### src/gcbp_pkg.sv
// ----------------------------------------------------------------------------
// gcbp_pkg
// Types, codes and helper functions shared by the glyph column byte packer.
// ----------------------------------------------------------------------------
package gcbp_pkg;

   // Command codes on the request channel
   localparam logic [1:0] CMD_BEGIN  = 2'd0;
   localparam logic [1:0] CMD_COLUMN = 2'd1;
   localparam logic [1:0] CMD_END    = 2'd2;

   // Configuration register indexes
   localparam logic [1:0] CSR_DIRECTION_Y = 2'd0;
   localparam logic [1:0] CSR_DOUBLE_SIZE = 2'd1;
   localparam logic [1:0] CSR_X_PHASE     = 2'd2;
   localparam int         CSR_DATA_W      = 3;

   // Command queue between front and back
   localparam int QUEUE_DEPTH = 4;
   localparam int QPTR_W      = $clog2(QUEUE_DEPTH);
   localparam int QCNT_W      = $clog2(QUEUE_DEPTH + 1);

   // Last byte index of a single size flush (16 bytes)
   localparam logic [4:0] FLUSH_LAST_SINGLE = 5'd15;

   // Carry group lengths in Y direction
   localparam logic [2:0] GROUP_SINGLE = 3'd2;
   localparam logic [2:0] GROUP_DOUBLE = 3'd4;

   typedef enum logic [1:0] {
      OP_BEGIN,
      OP_COLUMN,
      OP_END
   } op_type;

   typedef struct packed {
      op_type     op;
      logic [7:0] upper;
      logic [7:0] lower;
   } q_item_type;

   typedef struct packed {
      logic       dir_y;
      logic       dbl;
      logic [2:0] phase;
   } cfg_type;

   typedef enum logic [1:0] {
      BK_IDLE,
      BK_FLUSH,
      BK_SHIFT
   } back_state_type;

   // Reverse the bit order of a byte
   function automatic logic [7:0] rev8(input logic [7:0] b);
      logic [7:0] r;
      for (int i = 0; i < 8; i++) begin
         r[i] = b[7 - i];
      end
      return r;
   endfunction

   // Double every bit of a nibble into a bit pair
   function automatic logic [7:0] widen_nibble(input logic [3:0] n);
      logic [7:0] r;
      for (int i = 0; i < 4; i++) begin
         r[2 * i]     = n[i];
         r[2 * i + 1] = n[i];
      end
      return r;
   endfunction

endpackage

### src/gcbp_ifs.sv
// ----------------------------------------------------------------------------
// gcbp request and response channels
// Valid/ready channels carrying glyph columns in and framebuffer bytes out.
// ----------------------------------------------------------------------------
interface gcbp_req_if;
   logic       valid;
   logic       ready;
   logic [1:0] cmd;
   logic [7:0] upper_byte;
   logic [7:0] lower_byte;

   modport source (output valid, output cmd, output upper_byte, output lower_byte,
                   input ready);
   modport sink   (input valid, input cmd, input upper_byte, input lower_byte,
                   output ready);
endinterface

interface gcbp_rsp_if;
   logic       valid;
   logic       ready;
   logic [7:0] out_byte;
   logic       last;

   modport source (output valid, output out_byte, output last, input ready);
   modport sink   (input valid, input out_byte, input last, output ready);
endinterface

### src/gcbp_front.sv
// ----------------------------------------------------------------------------
// gcbp_front
// Accepts request transfers, decodes the command and queues valid operations.
// ----------------------------------------------------------------------------
module gcbp_front
   import gcbp_pkg::*;
(
   gcbp_req_if.sink   req_ch,
   input  logic       q_full,
   output logic       q_push,
   output q_item_type q_item
);

   logic   keep;
   op_type op;

   // Decode the command; the unused code is accepted and dropped
   always_comb begin
      keep = 1'b1;
      op   = OP_COLUMN;
      case (req_ch.cmd)
         CMD_BEGIN:  op = OP_BEGIN;
         CMD_COLUMN: op = OP_COLUMN;
         CMD_END:    op = OP_END;
         default:    keep = 1'b0;
      endcase
   end

   assign req_ch.ready = !q_full;
   assign q_push       = req_ch.valid && !q_full && keep;
   assign q_item.op    = op;
   assign q_item.upper = req_ch.upper_byte;
   assign q_item.lower = req_ch.lower_byte;

endmodule

### src/gcbp_queue.sv
// ----------------------------------------------------------------------------
// gcbp_queue
// Short register queue decoupling command decode from byte generation.
// ----------------------------------------------------------------------------
module gcbp_queue
   import gcbp_pkg::*;
(
   input  logic       clock,
   input  logic       reset,
   input  logic       push,
   input  q_item_type push_item,
   output logic       full,
   input  logic       pop,
   output logic       head_valid,
   output q_item_type head_item
);

   q_item_type             slot_ff [QUEUE_DEPTH];
   logic [QPTR_W-1:0]      wr_ptr_ff, wr_ptr_in;
   logic [QPTR_W-1:0]      rd_ptr_ff, rd_ptr_in;
   logic [QCNT_W-1:0]      count_ff,  count_in;

   assign full       = (count_ff == QCNT_W'(QUEUE_DEPTH));
   assign head_valid = (count_ff != '0);
   assign head_item  = slot_ff[rd_ptr_ff];

   // Advance pointers and occupancy
   always_comb begin
      wr_ptr_in = push ? wr_ptr_ff + 1'b1 : wr_ptr_ff;
      rd_ptr_in = pop  ? rd_ptr_ff + 1'b1 : rd_ptr_ff;
      count_in  = count_ff;
      if (push && !pop) begin
         count_in = count_ff + 1'b1;
      end else if (!push && pop) begin
         count_in = count_ff - 1'b1;
      end
   end

   always_ff @(posedge clock) begin
      if (reset) begin
         wr_ptr_ff <= '0;
         rd_ptr_ff <= '0;
         count_ff  <= '0;
      end else begin
         wr_ptr_ff <= wr_ptr_in;
         rd_ptr_ff <= rd_ptr_in;
         count_ff  <= count_in;
      end
   end

   // Store the pushed entry
   always_ff @(posedge clock) begin
      if (push) begin
         slot_ff[wr_ptr_ff] <= push_item;
      end
   end

   a_count_bound: assert property (@(posedge clock) disable iff (reset)
      count_ff <= QCNT_W'(QUEUE_DEPTH))
      else $error("queue occupancy above depth");

   a_pop_nonempty: assert property (@(posedge clock) disable iff (reset)
      pop |-> head_valid)
      else $error("pop from empty queue");

   a_push_fill: assert property (@(posedge clock) disable iff (reset)
      (push && !pop) |=> (count_ff == $past(count_ff) + 1'b1))
      else $error("push did not raise occupancy");

endmodule

### src/gcbp_back.sv
// ----------------------------------------------------------------------------
// gcbp_back
// Executes queued operations: column transpose and flush in X direction,
// nibble widening and phase shift with carry bytes in Y direction.
// ----------------------------------------------------------------------------
module gcbp_back
   import gcbp_pkg::*;
#(
   parameter int ROW_BUFFER_BYTES = 32
)
(
   input  logic        clock,
   input  logic        reset,
   input  cfg_type     cfg,
   input  logic        head_valid,
   input  q_item_type  head_item,
   output logic        pop,
   gcbp_rsp_if.source  rsp_ch
);

   localparam int         DBL_CNT  = (ROW_BUFFER_BYTES < 32) ? ROW_BUFFER_BYTES : 32;
   localparam logic [4:0] DBL_LAST = 5'(DBL_CNT - 1);

   back_state_type state_ff, state_in;
   logic           lat_dir_ff, lat_dir_in;
   logic           lat_dbl_ff, lat_dbl_in;
   logic [2:0]     lat_phase_ff, lat_phase_in;
   logic [2:0]     pp_ff, pp_in;
   logic [7:0]     carry_ff, carry_in;
   logic [2:0]     gc_ff, gc_in;
   logic [15:0]    col_ff [8];
   logic [15:0]    col_in [8];
   logic [7:0]     cur_up_ff, cur_up_in;
   logic [7:0]     cur_lo_ff, cur_lo_in;
   logic [4:0]     idx_ff, idx_in;
   logic [2:0]     k_ff, k_in;
   logic           clear_after_ff, clear_after_in;
   logic           carry_pend_ff, carry_pend_in;
   logic           pend_last_ff, pend_last_in;
   logic           rsp_valid_ff, rsp_valid_in;
   logic [7:0]     rsp_byte_ff, rsp_byte_in;
   logic           rsp_last_ff, rsp_last_in;

   logic           out_free;
   logic [15:0]    col_word;
   logic [2:0]     pp_next;
   logic [3:0]     gather_sel;
   logic [7:0]     gather_byte;
   logic [4:0]     flush_last;
   logic [7:0]     src_byte;
   logic [7:0]     src_half;
   logic           k_last;
   logic [15:0]    shifted;
   logic [2:0]     gc_next;
   logic [2:0]     group_len;
   logic           group_done;
   logic           byte_last;
   logic [2:0]     begin_phase;

   assign rsp_ch.valid    = rsp_valid_ff;
   assign rsp_ch.out_byte = rsp_byte_ff;
   assign rsp_ch.last     = rsp_last_ff;
   assign out_free        = !rsp_valid_ff || rsp_ch.ready;

   // Column word: bit j holds the pixel for row byte j (lower rows first)
   assign col_word = {rev8(head_item.upper), rev8(head_item.lower)};
   assign pp_next  = lat_dbl_ff ? {pp_ff[2:1], 1'b0} + 3'd2 : pp_ff + 3'd1;

   // Gather a row byte from the stored columns
   assign gather_sel = lat_dbl_ff ? {idx_ff[4], idx_ff[3:1]} : idx_ff[3:0];
   always_comb begin
      for (int p = 0; p < 8; p++) begin
         gather_byte[7 - p] = col_ff[p][gather_sel];
      end
   end
   assign flush_last = lat_dbl_ff ? DBL_LAST : FLUSH_LAST_SINGLE;

   // Select the Y source byte for step k
   assign src_half = (lat_dbl_ff ? k_ff[1] : k_ff[0]) ? cur_lo_ff : cur_up_ff;
   assign src_byte = !lat_dbl_ff ? src_half :
                     (k_ff[0] ? widen_nibble(src_half[3:0]) : widen_nibble(src_half[7:4]));
   assign k_last     = lat_dbl_ff ? (k_ff == 3'd7) : (k_ff == 3'd1);
   assign shifted    = {src_byte, 8'h00} >> lat_phase_ff;
   assign gc_next    = gc_ff + 3'd1;
   assign group_len  = lat_dbl_ff ? GROUP_DOUBLE : GROUP_SINGLE;
   assign group_done = (lat_phase_ff != 3'd0) && (gc_next == group_len);
   assign byte_last  = k_last && !group_done;

   assign begin_phase = (!cfg.dir_y && cfg.dbl) ? {cfg.phase[2:1], 1'b0} : cfg.phase;

   // Next state and outputs
   always_comb begin
      state_in       = state_ff;
      lat_dir_in     = lat_dir_ff;
      lat_dbl_in     = lat_dbl_ff;
      lat_phase_in   = lat_phase_ff;
      pp_in          = pp_ff;
      carry_in       = carry_ff;
      gc_in          = gc_ff;
      col_in         = col_ff;
      cur_up_in      = cur_up_ff;
      cur_lo_in      = cur_lo_ff;
      idx_in         = idx_ff;
      k_in           = k_ff;
      clear_after_in = clear_after_ff;
      carry_pend_in  = carry_pend_ff;
      pend_last_in   = pend_last_ff;
      rsp_valid_in   = rsp_valid_ff && !rsp_ch.ready;
      rsp_byte_in    = rsp_byte_ff;
      rsp_last_in    = rsp_last_ff;
      pop            = 1'b0;

      case (state_ff)
         BK_IDLE: begin
            if (head_valid) begin
               pop = 1'b1;
               case (head_item.op)
                  OP_BEGIN: begin
                     lat_dir_in   = cfg.dir_y;
                     lat_dbl_in   = cfg.dbl;
                     lat_phase_in = begin_phase;
                     pp_in        = cfg.dir_y ? 3'd0 : begin_phase;
                     carry_in     = 8'h00;
                     gc_in        = 3'd0;
                     for (int p = 0; p < 8; p++) begin
                        col_in[p] = '0;
                     end
                  end
                  OP_COLUMN: begin
                     if (!lat_dir_ff) begin
                        // Transpose the column into its pixel position(s)
                        for (int p = 0; p < 8; p++) begin
                           if (lat_dbl_ff ? (3'(p) >> 1) == (pp_ff >> 1) : 3'(p) == pp_ff) begin
                              col_in[p] = col_ff[p] | col_word;
                           end
                        end
                        pp_in = pp_next;
                        if (pp_next == 3'd0) begin
                           state_in       = BK_FLUSH;
                           idx_in         = 5'd0;
                           clear_after_in = 1'b1;
                        end
                     end else begin
                        state_in      = BK_SHIFT;
                        cur_up_in     = head_item.upper;
                        cur_lo_in     = head_item.lower;
                        k_in          = 3'd0;
                        carry_pend_in = 1'b0;
                     end
                  end
                  OP_END: begin
                     if (!lat_dir_ff && pp_ff != 3'd0) begin
                        state_in       = BK_FLUSH;
                        idx_in         = 5'd0;
                        clear_after_in = 1'b0;
                     end
                  end
                  default: begin
                  end
               endcase
            end
         end

         BK_FLUSH: begin
            if (out_free) begin
               rsp_valid_in = 1'b1;
               rsp_byte_in  = gather_byte;
               rsp_last_in  = (idx_ff == flush_last);
               idx_in       = idx_ff + 5'd1;
               if (idx_ff == flush_last) begin
                  state_in = BK_IDLE;
                  if (clear_after_ff) begin
                     for (int p = 0; p < 8; p++) begin
                        col_in[p] = '0;
                     end
                  end
               end
            end
         end

         BK_SHIFT: begin
            if (out_free) begin
               rsp_valid_in = 1'b1;
               if (carry_pend_ff) begin
                  // Drain the carry byte that closes a group
                  rsp_byte_in   = carry_ff;
                  rsp_last_in   = pend_last_ff;
                  carry_in      = 8'h00;
                  gc_in         = 3'd0;
                  carry_pend_in = 1'b0;
                  if (pend_last_ff) begin
                     state_in = BK_IDLE;
                  end
               end else begin
                  rsp_last_in = byte_last;
                  k_in        = k_ff + 3'd1;
                  if (lat_phase_ff == 3'd0) begin
                     rsp_byte_in = src_byte;
                  end else begin
                     rsp_byte_in = carry_ff | shifted[15:8];
                     carry_in    = shifted[7:0];
                     gc_in       = gc_next;
                  end
                  if (group_done) begin
                     carry_pend_in = 1'b1;
                     pend_last_in  = k_last;
                  end
                  if (byte_last) begin
                     state_in = BK_IDLE;
                  end
               end
            end
         end

         default: state_in = BK_IDLE;
      endcase
   end

   // Control state
   always_ff @(posedge clock) begin
      if (reset) begin
         state_ff      <= BK_IDLE;
         lat_dir_ff    <= 1'b1;
         lat_dbl_ff    <= 1'b0;
         lat_phase_ff  <= 3'd0;
         pp_ff         <= 3'd0;
         carry_ff      <= 8'h00;
         gc_ff         <= 3'd0;
         carry_pend_ff <= 1'b0;
         rsp_valid_ff  <= 1'b0;
         for (int p = 0; p < 8; p++) begin
            col_ff[p] <= '0;
         end
      end else begin
         state_ff      <= state_in;
         lat_dir_ff    <= lat_dir_in;
         lat_dbl_ff    <= lat_dbl_in;
         lat_phase_ff  <= lat_phase_in;
         pp_ff         <= pp_in;
         carry_ff      <= carry_in;
         gc_ff         <= gc_in;
         carry_pend_ff <= carry_pend_in;
         rsp_valid_ff  <= rsp_valid_in;
         col_ff        <= col_in;
      end
   end

   // Payload and sequencing registers
   always_ff @(posedge clock) begin
      cur_up_ff      <= cur_up_in;
      cur_lo_ff      <= cur_lo_in;
      idx_ff         <= idx_in;
      k_ff           <= k_in;
      clear_after_ff <= clear_after_in;
      pend_last_ff   <= pend_last_in;
      rsp_byte_ff    <= rsp_byte_in;
      rsp_last_ff    <= rsp_last_in;
   end

   a_flush_in_x: assert property (@(posedge clock) disable iff (reset)
      (state_ff == BK_FLUSH) |-> !lat_dir_ff)
      else $error("row flush while in Y direction");

   a_pend_in_shift: assert property (@(posedge clock) disable iff (reset)
      carry_pend_ff |-> (state_ff == BK_SHIFT && lat_phase_ff != 3'd0))
      else $error("carry pending outside a shift");

   a_aligned_no_carry: assert property (@(posedge clock) disable iff (reset)
      (lat_dir_ff && lat_phase_ff == 3'd0) |-> (carry_ff == 8'h00 && gc_ff == 3'd0))
      else $error("carry state with zero phase");

   a_group_bound: assert property (@(posedge clock) disable iff (reset)
      (gc_ff <= GROUP_DOUBLE) && (lat_dbl_ff || gc_ff <= GROUP_SINGLE))
      else $error("group count past its group length");

endmodule

### src/glyph_column_byte_packer.sv
// ----------------------------------------------------------------------------
// glyph_column_byte_packer
// Packs 16-pixel glyph columns into display framebuffer bytes.
//
//   channel   direction  fields                           handshake
//   req_ch    in         cmd, upper_byte, lower_byte      valid/ready
//   rsp_ch    out        out_byte, last                   valid/ready
//   csr_*     in         csr_index, csr_wdata             csr_we
//
// The back end pulls one queued operation per idle cycle: begin, end
// without a flush and an X direction column are handled in the idle
// state. A row flush emits one byte a cycle while the response channel
// accepts it: 16 bytes, or up to 32 at double size. A Y direction column
// emits 2 to 3 bytes, or 8 to 10 at double size. Synchronous reset
// returns the latched setup to Y direction, single size, phase 0. A four
// entry queue keeps requests flowing while the response channel stalls.
// ----------------------------------------------------------------------------
module glyph_column_byte_packer
   import gcbp_pkg::*;
#(
   parameter int ROW_BUFFER_BYTES = 32
)
(
   input  logic                  clock,
   input  logic                  reset,
   gcbp_req_if.sink              req_ch,
   gcbp_rsp_if.source            rsp_ch,
   input  logic                  csr_we,
   input  logic [1:0]            csr_index,
   input  logic [CSR_DATA_W-1:0] csr_wdata
);

   cfg_type    cfg_ff, cfg_in;
   logic       q_full;
   logic       q_push;
   q_item_type q_item;
   logic       q_pop;
   logic       q_head_valid;
   q_item_type q_head_item;

   // Configuration register writes
   always_comb begin
      cfg_in = cfg_ff;
      if (csr_we) begin
         case (csr_index)
            CSR_DIRECTION_Y: cfg_in.dir_y = csr_wdata[0];
            CSR_DOUBLE_SIZE: cfg_in.dbl   = csr_wdata[0];
            CSR_X_PHASE:     cfg_in.phase = csr_wdata[2:0];
            default: begin
            end
         endcase
      end
   end

   always_ff @(posedge clock) begin
      if (reset) begin
         cfg_ff.dir_y <= 1'b1;
         cfg_ff.dbl   <= 1'b0;
         cfg_ff.phase <= 3'd0;
      end else begin
         cfg_ff <= cfg_in;
      end
   end

   gcbp_front u_front (
      .req_ch (req_ch),
      .q_full (q_full),
      .q_push (q_push),
      .q_item (q_item)
   );

   gcbp_queue u_queue (
      .clock      (clock),
      .reset      (reset),
      .push       (q_push),
      .push_item  (q_item),
      .full       (q_full),
      .pop        (q_pop),
      .head_valid (q_head_valid),
      .head_item  (q_head_item)
   );

   gcbp_back #(
      .ROW_BUFFER_BYTES (ROW_BUFFER_BYTES)
   ) u_back (
      .clock      (clock),
      .reset      (reset),
      .cfg        (cfg_ff),
      .head_valid (q_head_valid),
      .head_item  (q_head_item),
      .pop        (q_pop),
      .rsp_ch     (rsp_ch)
   );

endmodule
### src/flat_wrapper.sv
// flat-port wrapper written by rule: the top's interface ports become plain ports
module glyph_column_byte_packer_flat import gcbp_pkg::*;
#(
   parameter int ROW_BUFFER_BYTES = 32
)
  (clock, reset, csr_we, csr_index, csr_wdata, req_ch_valid, req_ch_cmd, req_ch_upper_byte, req_ch_lower_byte, req_ch_ready, rsp_ch_valid, rsp_ch_out_byte, rsp_ch_last, rsp_ch_ready);
  gcbp_req_if req_ch_i ();
  gcbp_rsp_if rsp_ch_i ();
  input  logic clock;
  input  logic reset;
  input  logic csr_we;
  input  logic [1:0] csr_index;
  input  logic [CSR_DATA_W-1:0] csr_wdata;
  input wire logic [$bits(req_ch_i.valid)-1:0] req_ch_valid;
  input wire logic [$bits(req_ch_i.cmd)-1:0] req_ch_cmd;
  input wire logic [$bits(req_ch_i.upper_byte)-1:0] req_ch_upper_byte;
  input wire logic [$bits(req_ch_i.lower_byte)-1:0] req_ch_lower_byte;
  output wire logic [$bits(req_ch_i.ready)-1:0] req_ch_ready;
  output wire logic [$bits(rsp_ch_i.valid)-1:0] rsp_ch_valid;
  output wire logic [$bits(rsp_ch_i.out_byte)-1:0] rsp_ch_out_byte;
  output wire logic [$bits(rsp_ch_i.last)-1:0] rsp_ch_last;
  input wire logic [$bits(rsp_ch_i.ready)-1:0] rsp_ch_ready;
  assign req_ch_i.valid = req_ch_valid;
  assign req_ch_i.cmd = req_ch_cmd;
  assign req_ch_i.upper_byte = req_ch_upper_byte;
  assign req_ch_i.lower_byte = req_ch_lower_byte;
  assign req_ch_ready = req_ch_i.ready;
  assign rsp_ch_valid = rsp_ch_i.valid;
  assign rsp_ch_out_byte = rsp_ch_i.out_byte;
  assign rsp_ch_last = rsp_ch_i.last;
  assign rsp_ch_i.ready = rsp_ch_ready;
  glyph_column_byte_packer #(.ROW_BUFFER_BYTES(ROW_BUFFER_BYTES)) u_core (.clock(clock), .reset(reset), .req_ch(req_ch_i), .rsp_ch(rsp_ch_i), .csr_we(csr_we), .csr_index(csr_index), .csr_wdata(csr_wdata));
endmodule
### config.mk
export PLATFORM = sky130hd
export DESIGN_NAME = glyph_column_byte_packer_flat
export DESIGN_NICKNAME = d
export VERILOG_FILES = /design/src/gcbp_pkg.sv /design/src/gcbp_ifs.sv /design/src/gcbp_front.sv /design/src/gcbp_queue.sv /design/src/gcbp_back.sv /design/src/glyph_column_byte_packer.sv /design/src/flat_wrapper.sv
export SDC_FILE = /design/constraint.sdc
export NUM_CORES = 1
export LEC_CHECK = 0
export BUFFER_PORTS_ARGS = -buffer_cell sky130_fd_sc_hd__buf_2
export CELL_PAD_IN_SITES_DETAIL_PLACEMENT = 0
export CELL_PAD_IN_SITES_GLOBAL_PLACEMENT = 1
export CORE_MARGIN = 4
export CORE_UTILIZATION = 50
export DETAILED_ROUTE_END_ITERATION = 8
export PLACE_DENSITY = 0.78
export SYNTH_ARGS = -nofsm -noshare
export SYNTH_HDL_FRONTEND = slang
export SYNTH_SLANG_ARGS = --single-unit
### constraint.sdc
create_clock -name clock -period 4.2 [get_ports clock]
set_input_delay 0 -clock clock [delete_from_list [all_inputs] [get_ports clock]]
set_output_delay 0 -clock clock [all_outputs]
set_load 0.01 [all_outputs]
==> impl_results.rst, run 1 <==
.. list-table::
   :header-rows: 1

   * - Metric
     - Value
   * - Power per unit of standard cell area
     - ~800 mW/mm2
   * - Worst-path fanout max
     - 32
   * - Proportion of power drawn by the clock network
     - between 20% and 30%
   * - Count of buffers from port buffering
     - 38
   * - Top post-synthesis cells by count
     - nor2_1, dfxtp_1, edfxtp_1
   * - Pin count of the biggest net entering global routing
     - between 60 and 70
   * - Relative slew slack
     - roughly a quarter
   * - Die height
     - between 150 and 200 um
   * - Share of async-settable or async-resettable flops after synthesis
     - 0%
   * - Remaining design rule violation count
     - 0
   * - Area taken by multi-input logic gates
     - around 0.0056 mm2
   * - Routed vias
     - 9,443
   * - Data arrival time at the worst-slack endpoint
     - 3.63 ns
   * - Total die area
     - ~0.028 mm2
   * - Filler cell count
     - roughly 2.1k
   * - Number of flops mapped to enable cells by yosys
     - ~110
   * - Hold Path Class
     - in2reg
   * - Data required time of the worst path
     - around 4.6 ns
   * - Clock network latency to the later pin of the worst-skew pair
     - approximately 0.56 ns
   * - Slew of the pin with the lowest slew margin
     - around 1.1 ns
   * - Resize count post-CTS
     - 0
   * - Drt pass-1 iters
     - 5
   * - Upper clock frequency limit
     - approximately 310 MHz
   * - Top-count cell post-synth
     - nor2_1
   * - Ys flop type
     - dfxtp_1
   * - Global router's overall resource usage
     - approximately a quarter
   * - Placeable core region
     - 0.0245 mm2
   * - Critical path startpoint category
     - flop
   * - Routed WL per cell
     - about 21 um
   * - Number of buffers inserted for hold repair after clock tree synthesis
     - 33
   * - Synth-to-layout area growth
     - 13.3%
   * - Number of levels the H-tree was split into
     - 1
   * - Fraction of the yosys area taken by sequential cells
     - just over 50%
   * - Cell row count
     - between 50 and 60
   * - Final count of negative-setup-slack endpoints
     - 0
   * - Sinks on the clock net
     - 271
   * - RSZ-0062 raised after global routing
     - no
   * - Core Util, Final
     - between 50% and 60%
   * - Psw
     - between 4 and 5 mW
   * - Share of total power consumed by net switching
     - slightly below 40%
   * - Skew final
     - between 0.007 and 0.008 ns
   * - Number of flip-flops and latches in the synthesized netlist
     - around 270
   * - Initial antenna violation count
     - 1
   * - Maximum buffer depth of the clock tree
     - 3
   * - Cell Area, Synth
     - between 0.01 and 0.015 mm2
   * - Top cell type by total area after synthesis
     - dfxtp_1
   * - Final Max Slew Viols
     - 0
   * - Post-route total power
     - 11.4 mW
   * - Outcome
     - finished, final reports clean
   * - Sum of negative setup slack
     - 0 ns
   * - Mean instance size in the synthesized netlist
     - ~11 um2
   * - Via count of the first global-routing pass
     - 9,162
   * - Fraction of power consumed by combinational cells
     - approximately 40%
   * - Hold Violations, Final
     - 0
   * - Register-to-register path setup slack
     - 1.00 ns
   * - Count of mapped cells out of synthesis
     - between 1k and 1.5k
   * - Footprint of the flip-flops and latches
     - between 0.006 and 0.007 mm2
   * - Initial standard-cell utilization of the core
     - between 50% and 60%
   * - Antenna Cells
     - 0
   * - Crit share post-route
     - between 70% and 80%
   * - Proportion of layout cells with a drive suffix above 1
     - 16.0%
   * - Routed Antenna Nets
     - 0
   * - Wire length reported by the detailed router
     - between 30,000 and 40,000 um
   * - Top cells by area, synth
     - dfxtp_1, edfxtp_1, mux4_2
   * - CTS tree
     - yes
   * - Area share of the largest cell type after synthesis
     - between 20% and 30%
   * - Half-perimeter wire length of the detailed placement result
     - about 21,000 um
   * - Tightest hold margin
     - 0.190 ns
   * - Layout Nets
     - 1,254
   * - Remaining global-route overflow
     - 0
   * - Cell-internal power
     - roughly 6.9 mW
   * - Crit path capture type
     - flop
   * - Clock slew at the register clock pins of the worst setup and hold paths
     - 0.06 ns
   * - Clock buffers created by TritonCTS
     - 29
   * - Category of the critical setup timing path
     - reg2reg
   * - Clock root buffer master
     - clkbuf_16
   * - Fraction of power consumed by sequential logic
     - a little under two fifths
   * - Final GP Congestion
     - 0.876
   * - First DRT Iteration DRCs
     - 900
   * - Boundary Pins
     - 39
   * - Warnings from Yosys
     - 0
   * - Time the final worst path needs with I/O delays and setup
     - around 3.2 ns
   * - Chip Width
     - 167 um
   * - Synthesized netlist net count
     - ~1.2k
   * - Number of library cell types mapped by synthesis
     - 72
   * - Post-DR vias/cell
     - between 6 and 7
   * - Global-route wire length before repair
     - around 53,000 um
   * - Leakage Power
     - between 5 and 6 nW
   * - Max-cap violations
     - 0
   * - Setup repair bufs after CTS
     - 0
   * - Maximum vdd drop
     - between 0.4 and 0.5 mV
## registers in the layout, summed over array words and instances, names as in the netlist, 2 cells and up, named ones only
signal                         flops
u_core.u_queue.wr_ptr_ff           2
u_core.u_queue.count_ff            3
u_core.u_back.pp_ff                3
u_core.u_back.state_ff             2
u_core.u_back.idx_ff               5
u_core.u_back.gc_ff                3
u_core.u_back.carry_ff             7
u_core.u_back.cur_up_ff            8
u_core.u_back.k_ff                 3
u_core.u_back.col_ff             128
u_core.u_queue.slot_ff            72
u_core.u_back.rsp_ch.out_byte      8
u_core.cfg_ff                      5
u_core.u_queue.rd_ptr_ff           2
u_core.u_back.cur_lo_ff            8
u_core.u_back.lat_phase_ff         3
## cell usage in the layout (no fill, tap or decap), types with 8 or more instances in the layout
cell / synthesis / routed
inv_1: 22 / 22
mux2_2: 16 / 16
mux4_2: 50 / 50
buf_2: 15 / 38
nand2_1: 46 / 46
clkbuf_16: 0 / 31
dfxtp_1: 164 / 163
a22o_1: 8 / 8
clkbuf_8: 0 / 10
mux2i_1: 32 / 31
or3_1: 9 / 9
clkbuf_1: 53 / 8
a21oi_1: 102 / 102
edfxtp_1: 107 / 107
nor3_1: 20 / 20
a211oi_1: 16 / 16
dlygate4sd3_1: 0 / 33
nor2b_1: 18 / 18
and2_1: 11 / 11
a31oi_1: 69 / 69
o21ai_0: 19 / 19
buf_4: 6 / 23
nand2b_1: 8 / 8
ha_1: 21 / 21
nor2_1: 199 / 199
o22ai_1: 8 / 8
nand3_1: 13 / 13
## worst paths after layout
check	to	startpoint	depth (start not counted)
worst max-delay path	u_core.u_back.rsp_ch.out_byte[0]$_DFFE_PP_	u_core.u_back.lat_dbl_ff$_SDFFE_PP0P_	7
worst min-delay path	u_core.u_queue.slot_ff[3][7]$_DFFE_PP_	req_ch_lower_byte[7]	2
worst max register to register	u_core.u_back.rsp_ch.out_byte[0]$_DFFE_PP_	u_core.u_back.lat_dbl_ff$_SDFFE_PP0P_	7
worst min register to register	u_core.u_back.col_ff[113]$_SDFFE_PP0P_	u_core.u_back.col_ff[113]$_SDFFE_PP0P_	2
## power by group through the flow
| stage | clock network [mW] | logic, mW | registers [mW] |
|---|---|---|---|
| 6_report | 2.58 | 4.61 | 4.18 |
| 3_3_place_gp | 0 | 4.48 | 4.20 |
| 3_5_place_dp | 0 | 4.53 | 4.22 |
| 5_1_grt | 2.73 | 5.04 | 4.28 |
| 2_1_floorplan | 0 | 3.45 | 4.05 |
| 4_1_cts | 2.62 | 4.57 | 4.17 |
## critical path: stages, from the launching register on
cell	delay (ns)
dfxtp_2	0.35
buf_4	0.35
mux2i_2	0.72
mux2i_1	0.18
mux2i_1	0.24
nor2_1	0.07
a2111oi_0	0.93
or3_1	0.21
## through the flow
step / worst slack (ns) / cell area [um2] / instances
3_3_place_gp: 1.02 / 13000 / 1464
4_1_cts: 0.995 / 14300 / 1551
5_1_grt: 0.867 / 14300 / 1551
6_report: 1.00 / 14300 / 1551
2_1_floorplan: 1.54 / 12600 / 1169
3_5_place_dp: 1.01 / 13000 / 1464
## cell type report
cell class                      instances  share of cell area, %
Clock buffer                           51                   6.69
Inverter                               24                  0.631
Tap cell                              324                   2.84
Clock inverter                          3                  0.210
Multi-Input combinational cell        784                   39.3
Sequential cell                       271                   45.5
Timing Repair Buffer                   94                   4.85
## cell families (layout without fill, tap and decap cells)
group	Yosys count	after routing	synth area share [%]
muxes	99	99	13.0
adders and majority gates	22	22	2.24
and+or+nand+nor	358	358	12.9
buffers and inverters	114	172	3.96
DFF	271	271	51.5
xor gates and xnor gates	11	11	0.764
AOI/OAI and AO/OA	294	294	15.5
## per-layer routing
layer  wire length, um  track usage, %  share of wire [%]
met5                 0               0                  0
met4               897            5.69                2.7
met3              2100            3.74                6.3
met2             15600            38.4                 47
met1             14600            33.8                 44
Note: power is estimated with default switching activity, not from simulation.
==> run 2, diff against run 1 <==
Settings changed: CORE_UTILIZATION 50 to 45, PLACE_DENSITY 0.78 to 0.75.
Clock period 4.2 ns to 2.9 ns, I/O delays scaled along.
==> run 2 against run 1 <==
Effect of this change:
- non-clock buffer count is 35 higher
- final cell count rose by 5.5%
- maximum frequency increased by 15%
- sequential share of layout area down 1.1 points
- cell area grew 2.5%
- core utilization shrank 4.5 points
- flip-flop and latch count is the same
- worst hold slack got worse by 0.18 ns
- clock skew rose by 0.0037 ns
- register-to-register slack got worse by 0.89 ns
- via count rose by 1.0%
- global-route usage shrank 1.7 points
- critical endpoint is now u_core.u_back.col_ff[101]$_SDFFE_PP0P_
- largest cell class unchanged
==> impl_results.rst, run 2 (synthesis results as in run 1) <==
.. list-table::
   :header-rows: 1

   * - Metric
     - Value
   * - Outcome
     - finished, final reports clean
   * - Delay of the slowest cell on the worst path
     - 0.60 ns (-0.33 ns)
   * - Upper clock frequency limit
     - 358 MHz (+15%)
   * - Critical path startpoint category
     - flop
   * - Maximum buffer depth of the clock tree
     - 3 (unchanged)
   * - Clock network latency to the later pin of the worst-skew pair
     - 0.57 ns (about the same)
   * - Largest register FFs
     - 128 (unchanged)
   * - Max-cap violations
     - 0 (unchanged)
   * - Relative slew slack
     - 55.9% (+30 points)
   * - Wire length on met3
     - 2100 um (about the same)
   * - Time the final worst path needs with I/O delays and setup
     - 2.79 ns (-0.406 ns)
   * - Hold Violations, Final
     - 0 (unchanged)
   * - Initial standard-cell utilization of the core
     - 46.2% (-5.1 points)
   * - Clock root buffer master
     - clkbuf_16
   * - Die height
     - 175 um (+5.2%)
   * - Post-route total power
     - 16.9 mW (+49%)
   * - Drt pass-1 iters
     - 6 (+1)
   * - Cell row count
     - 60 (+5.3%)
   * - Dpl ws
     - 0.135 ns (-0.879 ns)
   * - Remaining global-route overflow
     - 0 (unchanged)
   * - Met2 routed wirelength
     - 15,900 um (+2.2%)
   * - Top Metal Used
     - met4
   * - Pin count of the biggest net entering global routing
     - 69 (unchanged)
   * - Proportion of layout cells with a drive suffix above 1
     - 18.5% (+2.5 points)
   * - Skew final
     - 0.0116 ns (+0.00372 ns)
   * - Final Max Slew Viols
     - 0 (unchanged)
   * - Placed standard-cell area
     - 0.0133 mm2 (+2.7%)
   * - Highest-delay cell along the critical path
     - mux4_2
   * - Boundary Pins
     - 39 (unchanged)
   * - Commonest non-fill, non-tap cell in the layout
     - nor2_1
   * - Final GP Congestion
     - 0.900 (+2.8%)
   * - Layout Nets
     - 1,290 (+2.9%)
   * - Routed Antenna Nets
     - 0 (unchanged)
   * - Chip Width
     - 175 um (+5.2%)
   * - Clock buffers created by TritonCTS
     - 30 (+3.4%)
   * - First DRT Iteration DRCs
     - 882 (-2.0%)
   * - CTS tree
     - yes
   * - Half-perimeter wire length of the detailed placement result
     - 22,200 um (+4.7%)
   * - Clock slew at the register clock pins of the worst setup and hold paths
     - 0.06 ns (about the same)
   * - Number of levels the H-tree was split into
     - 1 (unchanged)
   * - Global router's overall resource usage
     - 22.0% (-1.7 points)
   * - Wire length reported by the detailed router
     - 34,200 um (+3.2%)
   * - Leakage Power
     - 5.28 nW (+3.3%)
   * - Commonest cells after routing, fill and taps aside
     - nor2_1, dfxtp_1, edfxtp_1, a21oi_1, a31oi_1
   * - Filler cell count
     - 2,337 (+12%)
   * - Length of routed wiring on met1
     - 15,300 um (+4.4%)
   * - Remaining design rule violation count
     - 0 (unchanged)
   * - Maximum vdd drop
     - 0.736 mV (+64%)
   * - Total die area
     - 0.0307 mm2 (+11%)
   * - Synth-to-layout area growth
     - 16.2%
   * - Count of buffers from port buffering
     - 38 (unchanged)
   * - Post-DR vias/cell
     - 5.83 (-4.3%)
   * - Crit path capture type
     - flop
   * - Via count of the first global-routing pass
     - 9,326 (+1.8%)
   * - Tightest hold margin
     - 0.0132 ns (-0.177 ns)
   * - Routed WL per cell
     - 20.9 um (-2.2%)
   * - Crit share post-route
     - 96.3% (+20 points)
   * - Routed vias
     - 9,537 (+1.0%)
   * - Data required time of the worst path
     - 3.34 ns (-1.29 ns)
   * - Core Util, Final
     - 53.8% (-4.5 points)
   * - Worst-path fanout max
     - 68 (+110%)
   * - Slew of the pin with the lowest slew margin
     - 0.657 ns (-0.422 ns)
   * - Global-route wire length before repair
     - 53,600 um (+1.6%)
   * - Power per unit of standard cell area
     - 1150 mW/mm2 (+45%)
   * - Setup slack of the critical path after layout
     - 0.108 ns (-0.894 ns)
   * - Category of the critical setup timing path
     - reg2reg
   * - Sinks on the clock net
     - 271 (unchanged)
   * - Hold Path Class
     - in2reg
   * - Most flop-heavy register
     - u_core.u_back.col_ff
   * - Final Cell Area
     - 0.0146 mm2 (+2.5%)
   * - Largest registers
     - u_core.u_back.col_ff x128, u_core.u_queue.slot_ff x72
   * - Placeable core region
     - 0.0273 mm2 (+11%)
   * - Initial antenna violation count
     - 0 (-1)
   * - Data arrival time at the worst-slack endpoint
     - 3.23 ns (-0.40 ns)
   * - Antenna Cells
     - 0 (unchanged)
   * - RSZ-0062 raised after global routing
     - yes
   * - Final count of negative-setup-slack endpoints
     - 0 (unchanged)
   * - Critical path cell sequence
     - mux4_2 > a211o_1 > a211oi_4 > buf_12 > a31o_2 > nor2_1
## run 2: worst paths after layout
| path | from | endpoint | slack (ns) | depth (start not counted) |
|---|---|---|---|---|
| worst min-delay path | req_ch_valid | u_core.u_queue.wr_ptr_ff[0]$_SDFFE_PP0P_ | 0.01 | 4 |
| worst max register to register | flop | u_core.u_back.col_ff[101]$_SDFFE_PP0P_ | 0.11 | 6 |
| worst max-delay path | flop | u_core.u_back.col_ff[101]$_SDFFE_PP0P_ | 0.11 | 6 |
| worst min register to register | u_core.u_back.col_ff[5]$_SDFFE_PP0P_ | u_core.u_back.col_ff[5]$_SDFFE_PP0P_ | 0.47 | 2 |
## run 2: routing by layer
| metal | vias to the layer above | GRT usage, % |
|---|---|---|
| li1 | 4494 | - |
| met1 | 4647 | 30.9 |
| met2 | 321 | 35.5 |
| met3 | 75 | 3.38 |
| met4 | 0 | 6.28 |
| met5 | - | 0 |
## run 2: cell type report
type / count / area [um2] / share of cell area [%]
tap: 372 / 465 / 3.18
timing repair buffer: 129 / 973 / 6.65
clock inverter: 17 / 174 / 1.19
inverter: 24 / 90.1 / 0.615
multi-input combinational: 784 / 5620 / 38.4
sequential: 271 / 6500 / 44.4
clock buffer: 39 / 826 / 5.64
## run 2: report_power, final
part | switching (mW) | internal (mW)
clock | 1.57 | 2.27
combinational | 4.25 | 2.78
sequential | 0.742 | 5.28
total | 6.56 | 10.3
## run 2: critical path: cells and delay by family (launching register included)
kind | cells | cell delay [ns]
compound gates | 3 | 1.17
buf+inv | 1 | 0.33
flops | 1 | 0.44
mux | 1 | 0.60
simple gates | 1 | 0.10
## run 2: what timing repair did
action,in CTS,in global routing
gates resized for setup,0,2
hold buffers,30,0
buffers inserted,0,2
endpoints found under the hold margin,87,0
endpoints found under the setup margin,0,66
## run 2: stage by stage
| step | cells | TNS (ns) |
|---|---|---|
| floorplan | 1169 | 0 |
| global placement | 1548 | 0 |
| detailed placement | 1548 | 0 |
| CTS | 1634 | 0 |
| global route | 1636 | -1.78 |
| finish | 1636 | 0 |
==> run 3, diff against run 2 <==
Settings changed: CORE_MARGIN 4 to 2.
==> run 3 against run 2 <==
Effect of this change:
- combinational power rose by 0.9%
- global-route usage rose by 1.7 points
- worst hold slack improved by 0.092 ns
- setup slack got worse by 0.0039 ns
- sequential power barely moved
- flip-flop and latch count did not move
- register-to-register slack barely moved
- die area fell by 4.5%
- sequential share of layout area barely moved
==> impl_results.rst, run 3 (synthesis results as in run 1) <==
.. list-table::
   :header-rows: 1

   * - Metric
     - Value
   * - Outcome
     - finished, final reports clean
   * - Setup slack of the critical path after layout
     - 0.104 ns (-0.00387 ns)
   * - Number of non-filler instances in the completed layout
     - 1,640 (+0.24%)
   * - Final GP Congestion
     - 0.863 (-4.1%)
   * - Dpl ws
     - 0.141 ns (+0.00530 ns)
   * - Routed vias
     - 9,600 (+0.66%)
   * - Most flop-heavy register
     - u_core.u_back.col_ff
   * - Chip Width
     - 171 um (-2.3%)
   * - Final Cell Area
     - 0.0147 mm2 (about the same)
   * - Cell-internal power
     - 10.3 mW (-0.26%)
   * - Sum of negative setup slack
     - 0 ns (unchanged)
   * - Cells on worst reg2reg path
     - 6 (unchanged)
   * - Critical path cell sequence
     - mux4_2 > a211o_1 > a211oi_4 > buf_12 > a31o_2 > nor2_1
   * - Placed Instances
     - 1,555 (+0.45%)
   * - Slew of the pin with the lowest slew margin
     - 0.774 ns (+0.116 ns)
   * - Layout Nets
     - 1,289 (-0.078%)
   * - Kind of cell with the highest combined delay on the critical path
     - compound AO/OA/AOI/OAI gates
   * - First DRT Iteration DRCs
     - 775 (-12%)
   * - Most crowded layer after global routing
     - met2
   * - Register-to-register path setup slack
     - 0.10 ns (about the same)
   * - Remaining design rule violation count
     - 0 (unchanged)
   * - Global Route met2 Usage
     - 37.9% (+2.4 points)
   * - Synth-to-layout area growth
     - 16.3% (about the same)
   * - Critical path startpoint category
     - flop
   * - Total die area
     - 0.0294 mm2 (-4.5%)
   * - Hold Violations, Final
     - 0 (unchanged)
   * - Hold Path Class
     - in2reg
   * - Boundary Pins
     - 39 (unchanged)
   * - Final Max Slew Viols
     - 0 (unchanged)
   * - Data arrival time at the worst-slack endpoint
     - 3.23 ns (about the same)
   * - Upper clock frequency limit
     - 358 MHz (-0.14%)
   * - Max-cap violations
     - 0 (unchanged)
   * - Global-route wire length before repair
     - 53,500 um (-0.24%)
   * - Highest-delay cell along the critical path
     - mux4_2
   * - Leakage Power
     - 5.27 nW (-0.18%)
   * - Sinks on the clock net
     - 271 (unchanged)
   * - Maximum buffer depth of the clock tree
     - 3 (unchanged)
   * - Pin count of the biggest net entering global routing
     - 69 (unchanged)
   * - Met3 Use GR
     - 3.89% (+0.51 points)
   * - Power per unit of standard cell area
     - 1150 mW/mm2 (-0.25%)
   * - Worst-path fanout max
     - 68 (unchanged)
   * - Psw
     - 6.56 mW (about the same)
   * - Routed Antenna Nets
     - 0 (unchanged)
   * - Clock buffers created by TritonCTS
     - 29 (-3.3%)
   * - Area taken by multi-input logic gates
     - 0.00562 mm2 (about the same)
   * - Data required time of the worst path
     - 3.33 ns (about the same)
   * - Placeable core region
     - 0.0277 mm2 (+1.7%)
   * - Footprint of the flip-flops and latches
     - 0.00650 mm2 (unchanged)
   * - Relative slew slack
     - 48.4% (-7.5 points)
   * - Via count of the first global-routing pass
     - 9,342 (+0.17%)
   * - Wire length reported by the detailed router
     - 34,000 um (-0.58%)
   * - Skew final
     - 0.0120 ns (+0.000395 ns)
   * - Number of cells on the worst hold path
     - 3 (-1)
   * - Final count of negative-setup-slack endpoints
     - 0 (unchanged)
   * - Tightest hold margin
     - 0.105 ns (+0.0918 ns)
   * - Initial antenna violation count
     - 0 (unchanged)
   * - Count of buffers from port buffering
     - 38 (unchanged)
   * - Total number of cells along the worst setup path
     - 6 (unchanged)
   * - Remaining global-route overflow
     - 0 (unchanged)
   * - Share of total power consumed by net switching
     - 38.9% (+0.040 points)
   * - Largest registers
     - u_core.u_back.col_ff x128, u_core.u_queue.slot_ff x72
   * - Time the final worst path needs with I/O delays and setup
     - 2.80 ns (+0.00387 ns)
   * - Proportion of layout cells with a drive suffix above 1
     - 18.3% (-0.21 points)
   * - Fraction of power consumed by combinational cells
     - 42.1% (+0.5 points)
   * - Drt pass-1 iters
     - 5 (-1)
   * - Number of levels the H-tree was split into
     - 1 (unchanged)
   * - RSZ-0062 raised after global routing
     - yes
   * - Crit path buffers/inverters
     - 1 (unchanged)
   * - Met1 usage in global routing
     - 32.6% (+1.7 points)
   * - Clock network latency to the later pin of the worst-skew pair
     - 0.57 ns (about the same)
   * - Placed standard-cell area
     - 0.0134 mm2 (+0.39%)
   * - Fraction of power consumed by sequential logic
     - 35.7% (about the same)
   * - Largest register FFs
     - 128 (unchanged)
   * - Initial standard-cell utilization of the core
     - 45.5% (-0.76 points)
   * - Clock slew at the register clock pins of the worst setup and hold paths
     - 0.06 ns (about the same)
   * - Global router's overall resource usage
     - 23.6% (+1.7 points)
   * - Post-DR vias/cell
     - 5.85 (+0.42%)
   * - CTS tree
     - yes
   * - Commonest non-fill, non-tap cell in the layout
     - nor2_1
   * - Delay of the slowest cell on the worst path
     - 0.59 ns (about the same)
   * - Crit share post-route
     - 96.4% (+0.13 points)
   * - Die height
     - 171 um (-2.3%)
   * - Maximum vdd drop
     - 0.737 mV (+0.16%)
   * - Antenna Cells
     - 0 (unchanged)
   * - Routed WL per cell
     - 20.8 um (-0.83%)
   * - Proportion of power drawn by the clock network
     - 22.2% (-0.5 points)
   * - Filler cell count
     - 2,420 (+3.6%)
   * - Cell row count
     - 61 (+1.7%)
   * - Half-perimeter wire length of the detailed placement result
     - 22,200 um (about the same)
   * - Clock root buffer master
     - clkbuf_16
   * - Commonest cells after routing, fill and taps aside
     - nor2_1, dfxtp_1, edfxtp_1, a21oi_1, a31oi_1
   * - Crit path capture type
     - flop
   * - Category of the critical setup timing path
     - reg2reg
==> run 3: cell types whose count changed in the layout (fill, tap and decap cells not counted), sizes merged <==
cell	previous run	this run
clkinv	12	10
==> run 3: worst register-to-register path: cells and delay by family (launching register included) <==
family | cells | cell delay [ns]
AOI/OAI and AO/OA | 3 | 1.21
and+or+nand+nor | 1 | 0.10
muxes | 1 | 0.59
buffers and inverters | 1 | 0.34
DFF | 1 | 0.43
==> run 3: per-layer routing <==
metal / up-vias / share of wire (%)
li1: 4486 / -
met1: 4732 / 44
met2: 315 / 46
met3: 67 / 6.8
met4: 0 / 3.3
met5: - / 0
==> run 3: area by class of cell <==
| cell class | count | share of cell area, % |
|---|---|---|
| multi-input cells | 784 | 38.4 |
| clock buffers | 39 | 5.41 |
| clock inverters | 15 | 1.15 |
| repair buffers | 129 | 6.90 |
| inverters | 24 | 0.615 |
| flip-flops and latches | 271 | 44.3 |
| well taps | 378 | 3.23 |
==> run 3: through the flow <==
stage / power (mW) / util, %
2_1_floorplan: 10.9 / -
3_3_place_gp: 12.9 / 48.3
3_5_place_dp: 13.0 / 48.3
4_1_cts: 16.8 / 52.8
5_1_grt: 17.9 / 52.9
6_report: 16.9 / 52.9
==> run 3: timing repair <==
| action | 4_1_cts | 5_1_grt |
|---|---|---|
| setup buffers | 0 | 1 |
| endpoints found under the hold margin | 79 | 0 |
| endpoints found under the setup margin | 0 | 37 |
| resized for setup | 0 | 2 |
| hold buffers | 30 | 0 |
==> run 3: worst paths after layout <==
kind                                               from                                endpoint
setup reg to reg                                   flop  u_core.u_back.col_ff[117]$_SDFFE_PP0P_
setup / recovery                                   flop  u_core.u_back.col_ff[117]$_SDFFE_PP0P_
hold / removal                                    reset   u_core.u_back.col_ff[15]$_SDFFE_PP0P_
hold reg to reg   u_core.u_back.col_ff[87]$_SDFFE_PP0P_   u_core.u_back.col_ff[87]$_SDFFE_PP0P_
==> run 3: power by group through the flow <==
| stage | Clock (mW) | Sequential (mW) | Combinational, mW |
|---|---|---|---|
| finish | 3.74 | 6.02 | 7.09 |
| CTS | 3.80 | 6.00 | 7.02 |
| floorplan | 0 | 5.86 | 5.00 |
| global route | 3.96 | 6.16 | 7.77 |
| detailed placement | 0 | 6.07 | 6.95 |
| global placement | 0 | 6.04 | 6.88 |
